[config.mk]
export PLATFORM = sky130hd
export DESIGN_NAME = tiled_dma_read_sequencer
export DESIGN_NICKNAME = d
export VERILOG_FILES = /design/src/hw/rtl/tdrs_pkg.sv /design/src/hw/rtl/tiled_dma_read_sequencer.sv /design/src/hw/rtl/tdrs_cfg_regs.sv /design/src/hw/rtl/tdrs_seq_core.sv
export SDC_FILE = /design/constraint.sdc
export NUM_CORES = 1
export LEC_CHECK = 0
export BUFFER_PORTS_ARGS = -buffer_cell sky130_fd_sc_hd__buf_2
export CAP_MARGIN = 10
export CELL_PAD_IN_SITES_DETAIL_PLACEMENT = 0
export CELL_PAD_IN_SITES_GLOBAL_PLACEMENT = 1
export CORE_MARGIN = 2
export CORE_UTILIZATION = 46
export CTS_BUF_LIST = sky130_fd_sc_hd__clkbuf_2
export CTS_CLUSTER_DIAMETER = 80
export DETAILED_ROUTE_END_ITERATION = 8
export HOLD_SLACK_MARGIN = 0.12
export PLACE_DENSITY = 0.91
export SKIP_LAST_GASP = 1
export SLEW_MARGIN = 25
export SYNTH_ARGS = -nofsm -noshare
export SYNTH_HDL_FRONTEND = slang
export SYNTH_SLANG_ARGS = --single-unit
[constraint.sdc]
create_clock -name i_clk -period 10.3 [get_ports i_clk]
set_input_delay 2.06 -clock i_clk [delete_from_list [all_inputs] [get_ports i_clk]]
set_output_delay 2.06 -clock i_clk [all_outputs]
set_load 0.01 [all_outputs]
[src/hw/rtl/tdrs_pkg.sv]
`default_nettype none
package tdrs_pkg;

    localparam int ADDR_BITS_DEF = 32;

    localparam int CFG_IDX_BITS  = 3;
    localparam int CFG_DATA_BITS = 32;

    localparam logic [CFG_IDX_BITS-1:0] CFG_START_ADDRESS = 3'd0;
    localparam logic [CFG_IDX_BITS-1:0] CFG_DEST_ADDRESS  = 3'd1;
    localparam logic [CFG_IDX_BITS-1:0] CFG_TOTAL_BYTES   = 3'd2;
    localparam logic [CFG_IDX_BITS-1:0] CFG_IMAGE_WIDTH   = 3'd3;
    localparam logic [CFG_IDX_BITS-1:0] CFG_TILE_COLUMNS  = 3'd4;
    localparam logic [CFG_IDX_BITS-1:0] CFG_TILE_ROWS     = 3'd5;
    localparam logic [CFG_IDX_BITS-1:0] CFG_KERNEL_MODE   = 3'd6;
    localparam logic [CFG_IDX_BITS-1:0] CFG_WEIGHT_BASE   = 3'd7;

    localparam logic [6:0] WSTRIDE_SMALL = 7'd36;
    localparam logic [6:0] WSTRIDE_LARGE = 7'd100;
    localparam logic [9:0] WREAD_BYTES   = 10'd36;

    typedef enum logic [4:0] {
        PH_IDLE  = 5'b00001,
        PH_READ  = 5'b00010,
        PH_WAIT  = 5'b00100,
        PH_WRITE = 5'b01000,
        PH_RESET = 5'b10000
    } t_phase;

    typedef struct packed {
        logic start_read;
        logic dram_ack;
        logic clear;
    } t_in;

    typedef struct packed {
        logic        dram_req_valid;
        logic [31:0] dram_req_addr;
        logic [9:0]  dram_req_bytes;
        logic        input_sram_we;
        logic        weight_sram_we;
        logic        sram_mode_out;
        logic        busy_res;
        logic        done_res;
    } t_out;

    typedef struct packed {
        logic [31:0] start_address;
        logic [31:0] dest_address;
        logic [23:0] total_bytes;
        logic [9:0]  image_width;
        logic [7:0]  tile_columns;
        logic [7:0]  tile_rows;
        logic        kernel_mode;
        logic [31:0] weight_base;
    } t_cfg;

endpackage
`default_nettype wire

[src/hw/rtl/tiled_dma_read_sequencer.sv]
// A request is captured in the input register, and its result loads into the result
// register when the output register is empty or its result is being taken.
// Throughput: one request per cycle unless the output stalls; one advance per request.
// Reset is synchronous and active low: the sequencer starts in its reset
// phase with all counters, strobes and configuration registers cleared.
`default_nettype none
module tiled_dma_read_sequencer
    import tdrs_pkg::*;
#(
    parameter int ADDR_BITS = ADDR_BITS_DEF
) (
    input  wire logic                     i_clk,
    input  wire logic                     i_rst_n,
    input  wire logic                     i_in_valid,
    output logic                          o_in_ready,
    input  wire t_in                      i_in,
    output logic                          o_out_valid,
    input  wire logic                     i_out_ready,
    output t_out                          o_out,
    input  wire logic                     i_cfg_we,
    input  wire logic [CFG_IDX_BITS-1:0]  i_cfg_index,
    input  wire logic [CFG_DATA_BITS-1:0] i_cfg_data
);

    t_cfg cfg;
    t_out result;
    logic r_in_vld;
    t_in  r_in;
    logic r_out_vld;
    t_out r_out;
    logic advance;
    logic in_accept;

    assign advance    = r_in_vld && (!r_out_vld || i_out_ready);
    assign o_in_ready = !r_in_vld || advance;
    assign in_accept  = i_in_valid && o_in_ready;

    tdrs_cfg_regs u_cfg (
        .i_clk       (i_clk),
        .i_rst_n     (i_rst_n),
        .i_cfg_we    (i_cfg_we),
        .i_cfg_index (i_cfg_index),
        .i_cfg_data  (i_cfg_data),
        .o_cfg       (cfg)
    );

    tdrs_seq_core #(
        .ADDR_BITS (ADDR_BITS)
    ) u_core (
        .i_clk    (i_clk),
        .i_rst_n  (i_rst_n),
        .i_step   (advance),
        .i_item   (r_in),
        .i_cfg    (cfg),
        .o_result (result)
    );

    always_ff @(posedge i_clk) begin
        if (!i_rst_n) begin
            r_in_vld  <= 1'b0;
            r_out_vld <= 1'b0;
        end else begin
            if (in_accept) begin
                r_in_vld <= 1'b1;
            end else if (advance) begin
                r_in_vld <= 1'b0;
            end
            if (advance) begin
                r_out_vld <= 1'b1;
            end else if (i_out_ready) begin
                r_out_vld <= 1'b0;
            end
        end
    end

    always_ff @(posedge i_clk) begin
        if (in_accept) begin
            r_in <= i_in;
        end
        if (advance) begin
            r_out <= result;
        end
    end

    assign o_out_valid = r_out_vld;
    assign o_out       = r_out;

endmodule
`default_nettype wire

[src/hw/rtl/tdrs_cfg_regs.sv]
`default_nettype none
module tdrs_cfg_regs
    import tdrs_pkg::*;
(
    input  wire logic                     i_clk,
    input  wire logic                     i_rst_n,
    input  wire logic                     i_cfg_we,
    input  wire logic [CFG_IDX_BITS-1:0]  i_cfg_index,
    input  wire logic [CFG_DATA_BITS-1:0] i_cfg_data,
    output t_cfg                          o_cfg
);

    t_cfg r_cfg;

    always_ff @(posedge i_clk) begin
        if (!i_rst_n) begin
            r_cfg <= '0;
        end else if (i_cfg_we) begin
            case (i_cfg_index)
                CFG_START_ADDRESS: r_cfg.start_address <= i_cfg_data;
                CFG_DEST_ADDRESS:  r_cfg.dest_address  <= i_cfg_data;
                CFG_TOTAL_BYTES:   r_cfg.total_bytes   <= i_cfg_data[23:0];
                CFG_IMAGE_WIDTH:   r_cfg.image_width   <= i_cfg_data[9:0];
                CFG_TILE_COLUMNS:  r_cfg.tile_columns  <= i_cfg_data[7:0];
                CFG_TILE_ROWS:     r_cfg.tile_rows     <= i_cfg_data[7:0];
                CFG_KERNEL_MODE:   r_cfg.kernel_mode   <= i_cfg_data[0];
                CFG_WEIGHT_BASE:   r_cfg.weight_base   <= i_cfg_data;
                default:           r_cfg <= r_cfg;
            endcase
        end
    end

    assign o_cfg = r_cfg;

endmodule
`default_nettype wire

[src/hw/rtl/tdrs_seq_core.sv]
`default_nettype none
module tdrs_seq_core
    import tdrs_pkg::*;
#(
    parameter int ADDR_BITS = ADDR_BITS_DEF
) (
    input  wire logic i_clk,
    input  wire logic i_rst_n,
    input  wire logic i_step,
    input  wire t_in  i_item,
    input  wire t_cfg i_cfg,
    output t_out      o_result
);

    t_phase                r_phase,       n_phase;
    logic [ADDR_BITS-1:0]  r_next_addr,   n_next_addr;
    logic [ADDR_BITS-1:0]  r_tile_base,   n_tile_base;
    logic [23:0]           r_bytes_left,  n_bytes_left;
    logic [16:0]           r_tile_left,   n_tile_left;
    logic [20:0]           r_plane_words, n_plane_words;
    logic                  r_busy,        n_busy;
    logic                  r_done,        n_done;
    logic                  r_in_we,       n_in_we;
    logic                  r_wt_we,       n_wt_we;
    logic                  r_mode,        n_mode;

    logic                  req_valid;
    logic [ADDR_BITS-1:0]  req_addr;
    logic [9:0]            req_bytes;

    logic [ADDR_BITS-1:0]  start_a;
    logic [ADDR_BITS-1:0]  from_a;
    logic [9:0]            col_bytes;
    logic [11:0]           row_step;
    logic [15:0]           tile_prod;
    logic [19:0]           plane_prod;
    logic [6:0]            stride;
    logic [23:0]           have;
    logic                  input_path;
    logic                  first_read;

    assign start_a    = ADDR_BITS'(i_cfg.start_address);
    assign col_bytes  = {i_cfg.tile_rows, 2'b00};
    assign row_step   = {i_cfg.image_width, 2'b00};
    assign tile_prod  = 16'(i_cfg.tile_columns) * 16'(i_cfg.tile_rows);
    assign plane_prod = 20'(i_cfg.image_width) * 20'(i_cfg.image_width);
    assign stride     = i_cfg.kernel_mode ? WSTRIDE_SMALL : WSTRIDE_LARGE;
    assign input_path = i_cfg.dest_address < i_cfg.weight_base;
    assign first_read = r_bytes_left == 24'd0;
    assign from_a     = first_read ? start_a : r_next_addr;
    assign have       = first_read ? i_cfg.total_bytes : r_bytes_left;

    always_comb begin
        n_phase       = r_phase;
        n_next_addr   = r_next_addr;
        n_tile_base   = r_tile_base;
        n_bytes_left  = r_bytes_left;
        n_tile_left   = r_tile_left;
        n_plane_words = r_plane_words;
        n_busy        = r_busy;
        n_done        = r_done;
        n_in_we       = r_in_we;
        n_wt_we       = r_wt_we;
        n_mode        = r_mode;
        req_valid     = 1'b0;
        req_addr      = '0;
        req_bytes     = '0;

        if (i_item.clear) begin
            n_phase = PH_RESET;
        end else begin
            case (r_phase)
                PH_IDLE: begin
                    if (i_item.start_read) begin
                        n_phase = PH_READ;
                    end
                end
                PH_READ: begin
                    req_valid = 1'b1;
                    n_in_we   = 1'b0;
                    n_wt_we   = 1'b0;
                    n_mode    = 1'b1;
                    n_busy    = 1'b1;
                    n_phase   = PH_WAIT;
                    if (input_path) begin
                        req_bytes    = col_bytes;
                        req_addr     = from_a;
                        // Saturating length countdown by one column.
                        n_bytes_left = (have > 24'(col_bytes))
                                     ? have - 24'(col_bytes) : 24'd0;
                        if (first_read) begin
                            n_next_addr   = start_a + ADDR_BITS'(row_step);
                            n_tile_base   = start_a;
                            n_plane_words = 21'(plane_prod);
                            n_tile_left   = 17'(tile_prod) - 17'(i_cfg.tile_rows);
                        end else if (r_tile_left == 17'(i_cfg.tile_rows)) begin
                            // Last column of a tile: jump to the next tile start.
                            n_tile_left = 17'(tile_prod);
                            n_tile_base = r_tile_base
                                        + ADDR_BITS'({r_plane_words, 2'b00});
                            n_next_addr = r_tile_base
                                        + ADDR_BITS'({r_plane_words, 2'b00});
                        end else begin
                            n_tile_left = r_tile_left - 17'(i_cfg.tile_rows);
                            n_next_addr = r_next_addr + ADDR_BITS'(row_step);
                        end
                    end else begin
                        req_addr     = from_a;
                        req_bytes    = WREAD_BYTES;
                        n_next_addr  = from_a + ADDR_BITS'(stride);
                        n_bytes_left = (have > 24'(stride)) ? have - 24'(stride) : 24'd0;
                    end
                end
                PH_WAIT: begin
                    if (i_item.dram_ack) begin
                        n_phase = PH_WRITE;
                    end
                end
                PH_WRITE: begin
                    n_phase = first_read ? PH_RESET : PH_READ;
                    if (input_path) begin
                        n_in_we = 1'b1;
                    end else begin
                        n_wt_we = 1'b1;
                    end
                    n_mode = i_cfg.kernel_mode;
                    if (first_read) begin
                        n_done = 1'b1;
                    end
                end
                PH_RESET: begin
                    n_phase       = PH_IDLE;
                    n_busy        = 1'b0;
                    n_in_we       = 1'b0;
                    n_wt_we       = 1'b0;
                    n_done        = 1'b0;
                    n_bytes_left  = '0;
                    n_tile_left   = '0;
                    n_plane_words = '0;
                end
                default: begin
                    n_phase = PH_RESET;
                end
            endcase
        end
    end

    always_ff @(posedge i_clk) begin
        if (!i_rst_n) begin
            r_phase       <= PH_RESET;
            r_next_addr   <= '0;
            r_tile_base   <= '0;
            r_bytes_left  <= '0;
            r_tile_left   <= '0;
            r_plane_words <= '0;
            r_busy        <= 1'b0;
            r_done        <= 1'b0;
            r_in_we       <= 1'b0;
            r_wt_we       <= 1'b0;
            r_mode        <= 1'b0;
        end else if (i_step) begin
            r_phase       <= n_phase;
            r_next_addr   <= n_next_addr;
            r_tile_base   <= n_tile_base;
            r_bytes_left  <= n_bytes_left;
            r_tile_left   <= n_tile_left;
            r_plane_words <= n_plane_words;
            r_busy        <= n_busy;
            r_done        <= n_done;
            r_in_we       <= n_in_we;
            r_wt_we       <= n_wt_we;
            r_mode        <= n_mode;
        end
    end

    always_comb begin
        o_result.dram_req_valid = req_valid;
        o_result.dram_req_addr  = 32'(req_addr);
        o_result.dram_req_bytes = req_bytes;
        o_result.input_sram_we  = n_in_we;
        o_result.weight_sram_we = n_wt_we;
        o_result.sram_mode_out  = n_mode;
        o_result.busy_res       = n_busy;
        o_result.done_res       = n_done;
    end

endmodule
`default_nettype wire

==> impl_metrics.toml, run 1 <==
[cts]
path_clk_slew_ps = 120
hold_buffers = 0
root_buffer = "clkbuf_2"
clock_path_buffers = 3
postCtsSetupRepairBufs = 0
clk_latency_ps = 1180
ctsResizeCount = 0
cts_tree = "built"
htree_levels = 3
cts.sinks = 332
numCtsBuffers = 91

[critical_path]
crit_type = "flip-flop to flip-flop"
cp-end-kind = "flip-flop"
cp_max_fo = 13
crit_required_ps = 11300
reg2reg_from = "u_cfg.o_cfg[58]"
critPathLaunchType = "flip-flop"
regToRegEndpoint = "u_core.r_plane_words[18]"
reg2reg_depth = 17
arrival_ps = 7060
r2r_setup_slack_ps = 4240

[floorplan]
die_w_um = 238
io_pins = 93
num_rows = 85
core_region_area_mm2 = 0.0540
die-area_mm2 = 0.0567
initial_core_util_pct = 46.6
die_y_um = 238

[worst_hold_path]
hold_class = "flip-flop to flip-flop"
min_to = "u_cfg.o_cfg[8]"
whs_path_depth = 2
hold_start = "u_cfg.o_cfg[8]"

[timing]
holdWs_ps = 459
slew_violations = 0
clock_skew_ps = 139
tns_ps = 0
fin_crit_ps = 6060
min_period_over_period_pct = 58.8
finalSetupViolations = 0
tightestPinTransition_ps = 1050
max-slew-margin-rel_pct = 30.1
rsz0062_at_grt = "no"
max_freq_mhz = 165
hold_viol = 0

[synth]
synth-seq-area-share_pct = 28.3
async_flop_share_pct = 0
postSynthCellCount = 3242
synth-seq-cells = 332
synth_edf_count = 49
syn_avg_cell_area_um2 = 7.77
synth_ff_type = "dfxtp_1"
yosysWarnings = 0
syn-cell-area_mm2 = 0.0252
synthDistinctLibCells = 94

[drt]
routedWlPerCell_um = 18.6
drc = 0
viasPerCell = 5.74
routed_wl_mm = 75.4
drtIter0Drc = 1983
drtAntennaViolNets = 0
vias = 23300
dr.pass1.iters = 6

[status]
status = "finished clean"

[finish]
drive_gt1_share_pct = 9.64
multi_input_area_mm2 = 0.0167
synthToLayoutAreaGrowth_pct = 6.97
finalNonFillerCells = 4050
layout.nets = 3592
register_area_mm2 = 0.00714
mostFrequentLayoutCells = "581 x nand2_1, 337 x a21oi_1, 283 x dfxtp_1"
final_core_util_pct = 49.9
fillerInstances = 5418
mostFrequentLayoutCell = "nand2_1"

[global_route]
grt_max_degree = 105
overflow = 0
antenna_found_initial = 2
grt_pass1_wl_mm = 120
grt_pass1_vias = 21600
grt_usage_pct = 26.5

[pwr]
p_per_area_mw_per_mm2 = 104
leakage_nw = 11.3
switchingPower_w = 0.000940
p_int_w = 0.00185
switching_share_pct = 33.7
vdd_drop_max_mv = 0.0811
clockPowerShare_pct = 36.4
p_comb_share_pct = 15.1
power_frac_seq_pct = 48.6
finalPower_w = 0.00279

[placement]
io_buffers = 90
place_inst = 3883
gp_congestion = 0.936
dp_hpwl_mm = 54.3

[flow_run]
max-cap-violations = 0
-- stage by stage --
stage / area [um2] / setup WS [ps]
floorplan: 25200 / 4930
global placement: 26100 / 4450
detailed placement: 26100 / 4350
CTS: 26900 / 4220
global route: 26900 / 3930
finish: 26900 / 4240
-- cell usage after synthesis (35+ instances only) --
cell type / instances / share of area [%]
nand2_1: 583 / 8.7
a21oi_1: 337 / 6.7
dfxtp_1: 283 / 22
nor2_1: 241 / 3.6
inv_1: 193 / 2.9
ha_1: 183 / 9.1
clkbuf_1: 139 / 2.1
o21ai_0: 118 / 2.3
xnor2_1: 107 / 3.7
and2_1: 101 / 2.5
nand3_1: 88 / 1.7
fa_1: 86 / 6.8
nor3_1: 67 / 1.3
xor2_1: 56 / 1.9
a21o_1: 51 / 1.5
edfxtp_1: 49 / 5.8
a31oi_1: 39 / 0.97
o211ai_1: 35 / 1.0
-- power groups by stage --
| stage | clock, W | combinational [W] | sequential [W] |
|---|---|---|---|
| 6_report | 0.00101 | 0.000420 | 0.00136 |
| 5_1_grt | 0.00111 | 0.000456 | 0.00136 |
| 4_1_cts | 0.00104 | 0.000413 | 0.00136 |
| 3_5_place_dp | 0 | 0.000411 | 0.00139 |
| 3_3_place_gp | 0 | 0.000409 | 0.00139 |
| 2_1_floorplan | 0 | 0.000280 | 0.00138 |
-- worst max path at each step --
stage,from,to,depth (start not counted)
after floorplan,u_cfg.o_cfg[50],u_core.r_plane_words[18],21
after global routing,u_cfg.o_cfg[50],u_core.r_plane_words[18],22
after CTS,u_cfg.o_cfg[58],u_core.r_plane_words[18],17
after detailed placement,u_cfg.o_cfg[49],u_core.r_plane_words[18],17
after global placement,u_cfg.o_cfg[49],u_core.r_plane_words[18],17
final,u_cfg.o_cfg[58],u_core.r_plane_words[18],17
-- kinds of logic after synthesis --
logic type,after synthesis,share of synthesized area [%]
other,1,0.0149
adder cells (fa/ha/maj),269,15.9
AND/OR/NAND/NOR,1265,23.0
multiplexers,19,0.780
XOR/XNOR,163,5.67
AO/OA/AOI/OAI,822,20.6
flip-flops,332,28.3
buffers and inverters,371,5.77
-- layout make-up --
| type | count | area share [%] |
|---|---|---|
| tap | 696 | 3.23 |
| timing repair buffer | 120 | 2.51 |
| clock inverter | 33 | 0.761 |
| multi-input combinational | 2540 | 61.8 |
| sequential | 332 | 26.5 |
| inverter | 195 | 2.73 |
| antenna | 2 | 0.0186 |
| clock buffer | 132 | 2.45 |
-- flip-flops by register name, indices dropped and copies added, names as in the netlist, 3 cells and up --
| name | count |
|---|---|
| u_cfg.o_cfg | 147 |
| o_out | 46 |
| u_core.r_next_addr | 32 |
| u_core.r_plane_words | 19 |
| r_in | 3 |
| u_core.r_tile_base | 32 |
| u_core.r_bytes_left | 24 |
| u_core.r_tile_left | 17 |
| u_core.r_phase | 5 |
-- worst max-delay path, cell delays in order (launching register included) --
cell	delay (ps)
dfxtp_1	660
and2_1	270
inv_1	80
fa_1	500
fa_1	550
inv_1	60
fa_1	520
fa_1	520
fa_1	490
ha_1	260
or3_1	370
o22a_1	220
o41ai_1	470
o21ai_0	250
a31oi_1	270
xnor2_1	150
nand3_1	90
a21oi_1	180
-- routing by layer --
metal  global-route usage [%]  part of all wire, %  up-vias
met5                    0.260                    0        -
met4                     8.94                  2.6        0
met3                     4.56                  7.9      126
met2                     40.0                   43      879
met1                     38.2                   46    10900
li1                         -                    -    11400
No activity file was read; power rests on OpenSTA's default activity.
==> run 2, diff against run 1 <==
--- a/config.mk
+++ b/config.mk
@@ -10,7 +10,7 @@
 export CELL_PAD_IN_SITES_DETAIL_PLACEMENT = 0
 export CELL_PAD_IN_SITES_GLOBAL_PLACEMENT = 1
 export CORE_MARGIN = 2
-export CORE_UTILIZATION = 46
+export CORE_UTILIZATION = 44
 export CTS_BUF_LIST = sky130_fd_sc_hd__clkbuf_2
 export CTS_CLUSTER_DIAMETER = 80
 export DETAILED_ROUTE_END_ITERATION = 8
==> constraint.sdc (replaced) <==
create_clock -name i_clk -period 5.05 [get_ports i_clk]
set_input_delay 1.01 -clock i_clk [delete_from_list [all_inputs] [get_ports i_clk]]
set_output_delay 1.01 -clock i_clk [all_outputs]
set_load 0.01 [all_outputs]
==> impl_metrics.toml, run 2 (synthesis results as in run 1) <==
[status]
status = "finished clean"

[global_route]
grt_usage_pct = 25.9
overflow = 0
grt_pass1_wl_mm = 124
grt_pass1_vias = 22800
grt_max_degree = 105
antenna_found_initial = 1

[drt]
routedWlPerCell_um = 18.4
viasPerCell = 5.65
dr.pass1.iters = 5
drtIter0Drc = 2145
drc = 0
drtAntennaViolNets = 0
vias = 24000
routed_wl_mm = 77.9

[critical_path]
critPathLaunch = "u_cfg.o_cfg[53]"
crit_type = "flip-flop to flip-flop"
reg2reg_depth = 20
r2r_setup_slack_ps = 120
regToRegEndpoint = "u_core.r_plane_words[18]"
reg2reg_from = "u_cfg.o_cfg[53]"
critPathLaunchType = "flip-flop"
arrival_ps = 6020
cp-end-kind = "flip-flop"
crit_end = "u_core.r_plane_words[18]"
cp_max_fo = 3
crit_required_ps = 6140

[timing]
clock_skew_ps = 102
max_freq_mhz = 203
max-slew-margin-rel_pct = 33.8
slew_violations = 0
hold_viol = 0
min_period_over_period_pct = 97.6
finalSetupViolations = 0
holdWs_ps = 210
tightestPinTransition_ps = 992
fin_crit_ps = 4930
rsz0062_at_grt = "yes"
setup_ws_ps = 119

[finish]
mostFrequentLayoutCells = "579 x nand2_1, 333 x a21oi_1, 264 x dfxtp_1"
finalNonFillerCells = 4238
layout.nets = 3716
drive_gt1_share_pct = 13.8
final_core_util_pct = 50.3
mostFrequentLayoutCell = "nand2_1"
largest_reg_flops = 147
synthToLayoutAreaGrowth_pct = 12.7

[placement]
gp_congestion = 0.901
pre_cts_ws_ps = -109
dp_hpwl_mm = 56.4
io_buffers = 90
place_inst = 4023

[floorplan]
die-area_mm2 = 0.0592
die_y_um = 243
initial_core_util_pct = 44.6
core_region_area_mm2 = 0.0565
die_w_um = 243
num_rows = 87
io_pins = 93

[pwr]
p_per_area_mw_per_mm2 = 201
vdd_drop_max_mv = 0.163
leakage_nw = 11.9

[cts]
cts_tree = "built"
clock_path_buffers = 3
clk_latency_ps = 1190
cts.sinks = 332
htree_levels = 3
root_buffer = "clkbuf_2"
path_clk_slew_ps = 110
numCtsBuffers = 92

[worst_hold_path]
hold_start = "i_cfg_data[1]"
hold_class = "primary input to flip-flop"

[flow_run]
max-cap-violations = 0
==> run 2: cell type report <==
class / instances / area (um2)
fill: 5519 / 28100
multi-input combinational: 2540 / 17000
sequential: 332 / 7180
timing repair buffer: 243 / 1710
tap: 756 / 946
inverter: 195 / 737
clock buffer: 120 / 601
clock inverter: 51 / 254
antenna: 1 / 2.50
==> run 2: report_power, final <==
| group | switching, W | internal [W] |
|---|---|---|
| sequential | 0.0000403 | 0.00272 |
| clock | 0.00129 | 0.000738 |
| combinational | 0.000600 | 0.000313 |
| total | 0.00193 | 0.00377 |
==> run 2: how the worst min path moves through the flow <==
stage                     depth (start not counted)                endpoint  slack [ps]
after floorplan                                   2  u_core.r_tile_left[12]         430
after global placement                            2   u_core.r_tile_left[0]         440
after detailed placement                          2  u_core.r_tile_left[12]         440
after CTS                                         3         u_cfg.o_cfg[60]         120
after global routing                              3         u_cfg.o_cfg[35]         190
final                                             3         u_cfg.o_cfg[60]         210
==> run 2: worst max-delay path, cell delays in order (launching register included) <==
cell,delay [ps]
dfxtp_2,340
buf_6,110
and2_4,150
fa_1,550
fa_1,420
ha_1,300
inv_2,40
fa_1,500
inv_1,50
fa_1,520
ha_4,220
a21oi_2,110
nor2b_1,50
a41o_1,220
o22a_1,240
o41ai_2,340
o21ai_1,140
a31oi_1,210
xnor2_1,130
nand3_1,90
a21oi_1,160
==> run 2: metrics by stage <==
| step | total power, W | cell area, um2 | setup TNS, ps |
|---|---|---|---|
| global route | 0.00598 | 28400 | -227 |
| CTS | 0.00573 | 28000 | 0 |
| detailed placement | 0.00369 | 26800 | -361 |
| global placement | 0.00368 | 26800 | -100 |
| floorplan | 0.00338 | 25200 | 0 |
| finish | 0.00570 | 28400 | 0 |
==> run 2: routing by layer <==
metal  global-route usage [%]  routed length [um]
met5                        0                   0
met4                     9.80                2500
met3                     4.35                5650
met2                     40.6               34700
met1                     35.8               35100
==> run 2: what timing repair did <==
action | in CTS | in global routing
buffers inserted | 2 | 11
setup endpoints to repair | 9 | 16
hold buffers | 30 | 0
endpoints found under the hold margin | 90 | 0
resized for setup | 8 | 83
pin swaps | 1 | 52
